### src/design/ppzb_div.sv
`timescale 1ns / 1ps
module ppzb_div #(
   parameter int NUM_W = 50,
   parameter int QW    = 10
) (
   input  logic                    clock,
   input  logic                    reset,
   input  logic                    start,
   input  logic signed [NUM_W-1:0] num,
   input  logic signed [NUM_W-1:0] den,
   output logic                    done,
   output logic [QW-1:0]           quot
);
   typedef enum logic [1:0] {D_IDLE, D_PRE, D_ITER} div_state_type;

   localparam int EXT_W = NUM_W + QW;
   localparam int CNT_W = (QW > 1) ? $clog2(QW) : 1;

   div_state_type     state_ff;
   logic [NUM_W-1:0]  rem_ff;
   logic [EXT_W-1:0]  dsh_ff;
   logic [QW-1:0]     q_ff;
   logic [CNT_W-1:0]  cnt_ff;
   logic              done_ff;
   logic [QW-1:0]     quot_ff;

   logic [NUM_W-1:0]  num_mag;
   logic [NUM_W-1:0]  den_mag;
   logic              zero_q;
   logic [EXT_W-1:0]  rem_ext;
   logic              ge;

   // magnitudes; a quotient of mixed signs is never a positive pixel
   assign num_mag = num[NUM_W-1] ? NUM_W'(-num) : NUM_W'(num);
   assign den_mag = den[NUM_W-1] ? NUM_W'(-den) : NUM_W'(den);
   assign zero_q  = (num == '0) || (den == '0) || (num[NUM_W-1] ^ den[NUM_W-1]);
   assign rem_ext = {{QW{1'b0}}, rem_ff};
   assign ge      = rem_ext >= dsh_ff;

   // restoring divide, one quotient bit a cycle, after a range pre-check
   always_ff @(posedge clock) begin
      done_ff <= 1'b0;
      if (reset) begin
         state_ff <= D_IDLE;
      end else begin
         case (state_ff)
            D_IDLE: begin
               if (start) begin
                  rem_ff <= num_mag;
                  dsh_ff <= {den_mag, {QW{1'b0}}};
                  q_ff   <= '0;
                  if (zero_q) begin
                     done_ff <= 1'b1;
                     quot_ff <= '0;
                  end else begin
                     state_ff <= D_PRE;
                  end
               end
            end
            D_PRE: begin
               if (ge) begin
                  done_ff  <= 1'b1;
                  quot_ff  <= '0;
                  state_ff <= D_IDLE;
               end else begin
                  dsh_ff   <= dsh_ff >> 1;
                  cnt_ff   <= '0;
                  state_ff <= D_ITER;
               end
            end
            D_ITER: begin
               if (ge) begin
                  rem_ff <= rem_ff - dsh_ff[NUM_W-1:0];
               end
               q_ff   <= {q_ff[QW-2:0], ge};
               dsh_ff <= dsh_ff >> 1;
               cnt_ff <= cnt_ff + 1'b1;
               if (cnt_ff == CNT_W'(QW - 1)) begin
                  done_ff  <= 1'b1;
                  quot_ff  <= {q_ff[QW-2:0], ge};
                  state_ff <= D_IDLE;
               end
            end
            default: begin
               state_ff <= D_IDLE;
            end
         endcase
      end
   end

   assign done = done_ff;
   assign quot = quot_ff;
endmodule

### config.mk
export PLATFORM = sky130hd
export DESIGN_NAME = ppzb_div
export DESIGN_NICKNAME = d
export VERILOG_FILES = /design/src/design/ppzb_div.sv
export SDC_FILE = /design/constraint.sdc
export NUM_CORES = 1
export LEC_CHECK = 0
export ABC_AREA = 1
export BUFFER_PORTS_ARGS = -buffer_cell sky130_fd_sc_hd__buf_4
export CAP_MARGIN = 20
export CELL_PAD_IN_SITES_DETAIL_PLACEMENT = 0
export CELL_PAD_IN_SITES_GLOBAL_PLACEMENT = 1
export CORE_AREA = 2 2 194 149
export DETAILED_ROUTE_END_ITERATION = 6
export DIE_AREA = 0 0 196 151
export PLACE_DENSITY_LB_ADDON = 0.1
export SLEW_MARGIN = 20
export SYNTH_ARGS = -nofsm -noshare
export SYNTH_HDL_FRONTEND = slang
export SYNTH_SLANG_ARGS = --single-unit
### constraint.sdc
create_clock -name clock -period 6.3 [get_ports clock]
set_clock_uncertainty 0.05 [all_clocks]
set_input_delay 0.315 -clock clock [delete_from_list [all_inputs] [get_ports clock]]
set_output_delay 0.315 -clock clock [all_outputs]
set_load 0.05 [all_outputs]
==> impl_metrics.toml, run 1 <==
[pwr]
p_sw_mw = 2.985
power_frac_seq_pct = 25.5
peakVddDrop_uv = 238.5
swShare_pct = 50.36
p_per_area_nw_per_um2 = 405.4
comb_power_share_pct = 57.5
finalPower_mw = 5.927
p_int_mw = 2.942
power_frac_clock_pct = 17.0
cellLeakagePower_nw = 6.772

[grt]
track_usage_pct = 32.38
grt_pass1_vias = 12100
grt_pass1_wl_um = 71460
antenna_found_initial = 1
grt_start_max_net_pins = 73
grt_overflow = 0

[critical_path]
crit_family = "simple AND/OR/NAND/NOR gates"
crit_path_cell_trace = "ha_1 -> a21oi_1 -> o21ai_0 -> nand2_1 -> nand3b_2 -> nand2_2 -> nand2_2 -> nand2_2 -> nand2_2 -> nand2_2 -> and3b_2 -> buf_4"
worst_path_max_delay_cell = "and3b_2"
path_buf_inv = 1
worst-path-max-fanout = 36
crit_start = "rem_ff[5]"
worstReg2RegStart = "rem_ff[5]"
worstPathRequired_ps = 6320
crit_path_start_kind = "flop"
cp_common_cell = "nand2_2"
cp-end-kind = "flop"
crit_type = "flop to flop"
slowest_delay_ps = 700
arrival_ps = 3740

[worst_hold_path]
min-delay-start = "reset"
hold_class = "primary input to flop"

[detailed_routing]
wl_um = 47670
route.antenna.remaining_nets = 0
wl_per_cell_um = 19.51
drc = 0
first_iter_violations = 1512
vias = 13610
viasPerCell = 5.569
drtPass1Iterations = 6

[timing]
fin_tns_setup_ps = 0
setup_ws_ps = 2585
max_slew_margin_pct = 30.77
grt_setup_unrepaired = "no"
timing.hold.ws_ps = 14.66
worst_slew_pin_slew_ps = 1028
fin_crit_ps = 3715
setup_viol = 0
drv_slew = 0
fmax_mhz = 269.2
hold_viol = 0
finalCritPeriodShare_pct = 58.97

[synth]
synth_area_per_cell_um2 = 6.512
yosysMostFrequentCell = "nand2_1"
synth_warnings = 0
synth_common_cells = "477 x nand2_1, 321 x inv_1, 260 x nor2_1, 153 x o21ai_0, 144 x nand3_1"
ys_seq_area_share_pct = 31.55
synthDistinctLibCells = 54
synth_top_cell_by_area = "edfxtp_1"
ys.flop_type = "edfxtp_1"
synth_area_um2 = 12850
synth_edf_count = 133
syn_nets = 2135
synth.top_cell.area_share_pct = 31.09
syn_inst = 1973
async_flop_share_pct = 0
synth_area_leaders = "edfxtp_1 31%, nand2_1 14%, inv_1 9.4%"
ys_seq_elements = 136

[cells_and_area]
nNetsFinal = 2235
multi_input_area_um2 = 7410
drive_above_1_share_pct = 10.59
area_growth_pct = 13.80
fin_util_pct = 53.00
nFillCells = 2853
regArea_um2 = 4054

[clock_network]
ctsResizeCount = 0
cts_buffers = 17
clkTransAtPathRegs_ps = 70
cts.sinks = 136
cts_setup_buffers = 0
clock_path_buffers = 2
holdBufCountCts = 0
cts_root_buf = "clkbuf_16"
cts_tree = "built"
cts_max_level = 4
insertion_delay_ps = 440

[floorplan]
core-area_um2 = 27590
dieHeight_um = 151
rows = 53
start_util_pct = 46.57
die-area_um2 = 29600
die_x_um = 196
ios = 114

[placement]
gp_congestion = 1.022
dpl_worst_slack_ps = 2665
numPortBuffers = 113
dpl.hpwl_um = 38710

[job]
max_cap_viol_count = 0

[outcome]
status = "completed"
==> registers in the layout, indices dropped and copies added (netlist names) <==
name      flops
quot         10
cnt_ff        4
done          1
q_ff          9
rem_ff       50
state_ff      2
dsh_ff       60
==> layout make-up <==
class,count,share of cell area (%)
well taps,357,3.055
clock inverters,13,0.9157
multi-input cells,1471,50.68
inverters,327,8.412
diodes,1,0.01712
clock buffers,19,3.030
repair buffers,120,6.162
flip-flops and latches,136,27.73
==> placed cells by master, fill, tap and decap left out, types with 6 or more instances in the layout <==
cell and n:
nand2_1 477, inv_1 319, nor2_1 260, o21ai_0 153
nand3_1 144, a21oi_1 141, edfxtp_1 133, buf_4 120
ha_1 57, nand4_1 45, nor3_1 23, xor2_1 19
clkbuf_16 17, nor2_2 15, o21bai_1 14, o21ai_1 14
nand2_2 12, nand3b_1 9, o21ai_2 8, a21o_1 6
o31ai_1 6, or2_2 6, inv_6 6
==> kinds of logic after synthesis <==
group,synth area share [%]
flops,31.55
compound gates,15.23
xor+xnor,1.568
buf+inv,10.80
fa+ha+maj,5.804
simple gates,35.04
==> layer usage <==
metal | global-route usage (%) | share of wire [%] | up-vias
li1 | - | - | 6698
met1 | 51.30 | 49 | 6252
met2 | 43.65 | 38 | 623
met3 | 7.927 | 11 | 37
met4 | 6.136 | 1.3 | 0
met5 | 0 | 0 | -
==> path summary, 6_finish.rpt <==
check | cells past startpoint | slack (ps) | endpoint
worst max register to register | 12 | 2590 | dsh_ff[29]
worst max-delay path | 12 | 2590 | dsh_ff[29]
worst min register to register | 2 | 460 | state_ff[0]
worst min-delay path | 2 | 10 | state_ff[0]
==> power by group through the flow <==
| stage | Sequential [mW] | Clock, mW | Combinational, mW |
|---|---|---|---|
| finish | 1.51 | 1.01 | 3.41 |
| global route | 1.54 | 1.05 | 3.75 |
| CTS | 1.51 | 1.02 | 3.32 |
| detailed placement | 1.53 | 0 | 3.30 |
| global placement | 1.52 | 0 | 3.29 |
| floorplan | 1.55 | 0 | 2.17 |
==> per-stage QoR <==
step	instance area [µm²]	std cells
6_report	14620	2444
5_1_grt	14620	2443
4_1_cts	14620	2443
3_5_place_dp	14040	2411
3_3_place_gp	14040	2411
2_1_floorplan	12850	1973
(Power assumes the default switching activity.)
==> inputs of run 2 (changes only) <==
--- a/config.mk
+++ b/config.mk
@@ -10,9 +10,9 @@
 export CAP_MARGIN = 20
 export CELL_PAD_IN_SITES_DETAIL_PLACEMENT = 0
 export CELL_PAD_IN_SITES_GLOBAL_PLACEMENT = 1
-export CORE_AREA = 2 2 194 149
+export CORE_AREA = 2 2 210 161
 export DETAILED_ROUTE_END_ITERATION = 6
-export DIE_AREA = 0 0 196 151
+export DIE_AREA = 0 0 212 163
 export PLACE_DENSITY_LB_ADDON = 0.1
 export SLEW_MARGIN = 20
 export SYNTH_ARGS = -nofsm -noshare
==> constraint.sdc (replaced) <==
create_clock -name clock -period 3.4 [get_ports clock]
set_clock_uncertainty 0.05 [all_clocks]
set_input_delay 0.17 -clock clock [delete_from_list [all_inputs] [get_ports clock]]
set_output_delay 0.17 -clock clock [all_outputs]
set_load 0.05 [all_outputs]
==> run 2 against run 1 <==
Die area up 17%. Fmax up 21%. Sequential cell count unchanged. Critical endpoint is now rem_ff[12]. First-iteration DRC count down 3.6%.
==> impl_metrics.toml, run 2 (synthesis results as in run 1) <==
[pwr]
p_per_area_nw_per_um2 = 758.7
finalPower_mw = 11.27
cellLeakagePower_nw = 6.829
peakVddDrop_uv = 440.3

[critical_path]
crit_start = "dsh_ff[30]"
worstReg2RegStart = "dsh_ff[30]"
crit_path_cell_trace = "inv_1 -> ha_1 -> nand2_1 -> nor2_1 -> nand2_1 -> nor2_1 -> nand2_1 -> o21ai_1 -> nor2_1 -> nand2_2 -> o21ai_0 -> clkinvlp_4 -> buf_12"
cp-end-kind = "flop"
arrival_ps = 3110
reg2reg_depth = 13
slowest_delay_ps = 370
worst_path_max_delay_cell = "ha_1"
crit_type = "flop to flop"
worstPathRequired_ps = 3450
crit_path_start_kind = "flop"
worst-path-max-fanout = 50

[grt]
antenna_found_initial = 2
grt_start_max_net_pins = 57
grt_pass1_wl_um = 76410
track_usage_pct = 29.82
grt_pass1_vias = 12300
grt_overflow = 0

[cells_and_area]
drive_above_1_share_pct = 11.03
fin_util_pct = 45.39
area_growth_pct = 15.64
top_register = "dsh_ff"
regArea_um2 = 4054
nFillCells = 3452
multi_input_area_um2 = 7417
diodes = 0
nNetsFinal = 2244
largest_reg_flops = 60
layout_common_cells = "477 x nand2_1, 319 x inv_1, 260 x nor2_1"
final_common_cell = "nand2_1"

[timing]
setup_viol = 0
grt_setup_unrepaired = "no"
worst_slew_pin_slew_ps = 782.3
drv_slew = 0
hold_viol = 0
fin_crit_ps = 3064
max_slew_margin_pct = 47.30
timing.hold.ws_ps = 36.87
setup_ws_ps = 335.8
finalCritPeriodShare_pct = 90.13
fin_tns_setup_ps = 0
fmax_mhz = 326.3

[detailed_routing]
wl_um = 51150
drc = 0
wl_per_cell_um = 20.10
route.antenna.remaining_nets = 0
first_iter_violations = 1457
viasPerCell = 5.355
drtPass1Iterations = 6
vias = 13630

[job]
max_cap_viol_count = 0

[worst_hold_path]
hold_class = "primary input to flop"
min-delay-start = "num[0]"
holdPathStages = 3

[floorplan]
dieHeight_um = 163
die-area_um2 = 34560
die_x_um = 212
rows = 58
core-area_um2 = 32730
start_util_pct = 39.25
ios = 114

[outcome]
status = "completed"

[clock_network]
cts_tree = "built"
cts.sinks = 136
cts_setup_buffers = 0
cts_buffers = 17
clock_path_buffers = 2
cts_root_buf = "clkbuf_16"
cts_max_level = 4
clkTransAtPathRegs_ps = 80
insertion_delay_ps = 430

[placement]
dpl_worst_slack_ps = 303.2
dpl.hpwl_um = 42360
numPortBuffers = 113
gp_congestion = 0.9987
[run 2: report_power, final]
group | internal [mW] | switching, mW
logic | 1.86 | 4.69
clock network | 1.04 | 0.876
registers | 2.62 | 0.188
total | 5.52 | 5.75
[run 2: cell type report]
class                      instances  share of cell area (%)
multi-input combinational       1471                   49.92
sequential                       136                   27.29
timing repair buffer             129                   6.788
clock buffer                      17                   2.863
clock inverter                    15                   1.061
tap                              450                   3.790
inverter                         327                   8.287
[run 2: metal layers]
| metal | share of wire (%) | routed length (µm) | track usage [%] |
|---|---|---|---|
| met5 | 0 | 0 | 0 |
| met4 | 0.47 | 240 | 3.169 |
| met3 | 10 | 5147 | 6.267 |
| met2 | 38 | 19380 | 39.36 |
| met1 | 52 | 26380 | 49.37 |
[run 2: repair_timing]
item / 4_1_cts / 5_1_grt
hold buffers: 1 / 0
endpoints found under the setup margin: 0 / 27
gates resized for setup: 0 / 1
hold endpoints to repair: 1 / 0
[run 2: final timing paths]
kind	end	slack, ps
max	rem_ff[12]	340
min	rem_ff[0]	40
max reg2reg	rem_ff[12]	340
min reg2reg	quot[9]	460
[run 2: metrics by stage]
step	instances	instance area [µm²]
6_report	2545	14860
3_5_place_dp	2512	14260
3_3_place_gp	2512	14260
2_1_floorplan	1973	12850
4_1_cts	2545	14850
5_1_grt	2545	14860
[run 2: worst max-delay path, delay by kind of cell (launching register included)]
family,cells,cell delay (ps)
compound gates,2,280
flops,1,330
buf+inv,3,490
fa+ha+maj,1,370
simple gates,7,1150
==> inputs of run 3 (changes only) <==
==> constraint.sdc (replaced) <==
create_clock -name clock -period 3.4 [get_ports clock]
set_clock_uncertainty 0.05 [all_clocks]
set_input_delay 0 -clock clock [delete_from_list [all_inputs] [get_ports clock]]
set_output_delay 0 -clock clock [all_outputs]
set_load 0.05 [all_outputs]
==> run 3 against run 2 <==
Utilization increased by 0.95 points. Clock power about the same. Highest routed layer unchanged. Sequential cell count unchanged.
==> impl_metrics.toml, run 3 (synthesis results as in run 1) <==
[cells_and_area]
drive_above_1_share_pct = 10.78
fin_util_pct = 46.34
final_common_cell = "nand2_1"
top_register = "dsh_ff"
area_growth_pct = 18.06
largest_reg_flops = 60
diodes = 0
nNetsFinal = 2274
final_cell_count_no_fill = 2575
layout_common_cells = "477 x nand2_1, 319 x inv_1, 260 x nor2_1"
nFillCells = 3439
stdcell_area_um2 = 15170

[placement]
place_inst = 2511
gp_congestion = 0.9937
dpl.hpwl_um = 42500
numPortBuffers = 113
place_area_um2 = 14250

[critical_path]
path_buf_inv = 3
slowest_delay_ps = 410
crit_path_cell_trace = "inv_1 -> ha_1 -> nand2_1 -> inv_1 -> a21oi_1 -> nand2_1 -> nand2_1 -> nand2_1 -> nand2_1 -> nand2_1 -> nor2_1 -> nand2_2 -> nand2_2 -> and3b_2 -> buf_12"
crit_type = "flop to flop"
cp_common_cell = "nand2_1"
crit_family = "simple AND/OR/NAND/NOR gates"
worst_path_max_delay_cell = "and3b_2"
arrival_ps = 3200
crit_path_start_kind = "flop"
worstPathRequired_ps = 3450
reg2reg_slack_ps = 240
worst-path-max-fanout = 48
cp-end-kind = "flop"

[detailed_routing]
wl_per_cell_um = 20.02
drc = 0
route.antenna.remaining_nets = 0
viasPerCell = 5.333
wl_um = 51550
first_iter_violations = 1647
vias = 13730
drtPass1Iterations = 6

[clock_network]
clock_path_buffers = 2
cts_buffers = 17
cts_tree = "built"
insertion_delay_ps = 440
ctsResizeCount = 0
clkTransAtPathRegs_ps = 70
cts_root_buf = "clkbuf_16"
cts_max_level = 4
cts.sinks = 136

[worst_hold_path]
hold_class = "primary input to flop"

[grt]
track_usage_pct = 29.95
grt_busiest_layer = "met1"
met2_usage_pct = 39.52
grt.met1_usage_pct = 49.95
grt_pass1_vias = 12260
grt_pass1_wl_um = 76510
antenna_found_initial = 2
grtUsageMet3_pct = 5.573
grt_start_max_net_pins = 57
grt_overflow = 0

[floorplan]
ios = 114
die-area_um2 = 34560
dieHeight_um = 163
rows = 58
start_util_pct = 39.25
die_x_um = 212
core-area_um2 = 32730

[job]
max_cap_viol_count = 0

[timing]
finalCritPeriodShare_pct = 92.87
fin_crit_ps = 3157
drv_slew = 0
setup_viol = 0
timing.hold.ws_ps = 7.358
fmax_mhz = 316.7
max_slew_margin_pct = 47.79
worst_slew_pin_slew_ps = 774.9
grt_setup_unrepaired = "no"
hold_viol = 0
fin_tns_setup_ps = 0

[pwr]
swShare_pct = 50.41
cellLeakagePower_nw = 6.953
p_int_mw = 5.603
peakVddDrop_uv = 438.9
power_frac_clock_pct = 17.0
p_per_area_nw_per_um2 = 744.9
power_frac_seq_pct = 24.9
p_sw_mw = 5.695
comb_power_share_pct = 58.1

[outcome]
status = "completed"
## run 3: worst paths after layout
| kind | start | to | cells past startpoint |
|---|---|---|---|
| setup reg to reg | dsh_ff[34] | dsh_ff[4] | 15 |
| hold reg to reg | q_ff[8] | quot[9] | 2 |
| hold / removal | den[14] | dsh_ff[24] | 3 |
| setup / recovery | dsh_ff[34] | dsh_ff[4] | 15 |
## run 3: area by class of cell
cell class                 instances  area [µm²]  area share [%]
multi-input combinational       1471        7415           48.89
timing repair buffer             159        1311           8.645
sequential                       136        4054           26.73
clock buffer                      18       429.2           2.830
inverter                         327        1231           8.117
tap                              450       563.0           3.712
clock inverter                    14       163.9           1.081
## run 3: power by group through the flow
| stage | Clock [mW] | Sequential, mW | Combinational, mW |
|---|---|---|---|
| 5_1_grt | 2.01 | 2.85 | 7.18 |
| 3_3_place_gp | 0 | 2.82 | 6.39 |
| 2_1_floorplan | 0 | 2.87 | 4.02 |
| 4_1_cts | 1.94 | 2.81 | 6.42 |
| 6_report | 1.92 | 2.81 | 6.57 |
| 3_5_place_dp | 0 | 2.84 | 6.35 |
## run 3: timing repair
item                                    CTS  global route
hold endpoints to repair                 33             0
hold buffers                             32             0
buffers inserted                          0             0
endpoints found under the setup margin    0             0
## run 3: metrics by stage
| stage | power (mW) | setup slack, ps |
|---|---|---|
| detailed placement | 9.195 | 307.5 |
| global placement | 9.214 | 314.7 |
| CTS | 11.17 | 277.4 |
| floorplan | 6.884 | 168.3 |
| global route | 12.04 | 57.65 |
| finish | 11.30 | 242.5 |
## run 3: layer usage
metal  part of all wire [%]  vias up
met5                      0        -
met4                   0.61        0
met3                    9.2       28
met2                     38      578
met1                     52     6365
li1                       -     6762
## run 3: worst reg2reg max path, cell delays in order (launching register included)
cell,delay (ps)
edfxtp_1,350
inv_1,140
ha_1,340
nand2_1,180
inv_1,50
a21oi_1,230
nand2_1,110
nand2_1,70
nand2_1,80
nand2_1,70
nand2_1,50
nor2_1,150
nand2_2,80
nand2_2,70
and3b_2,410
buf_12,300
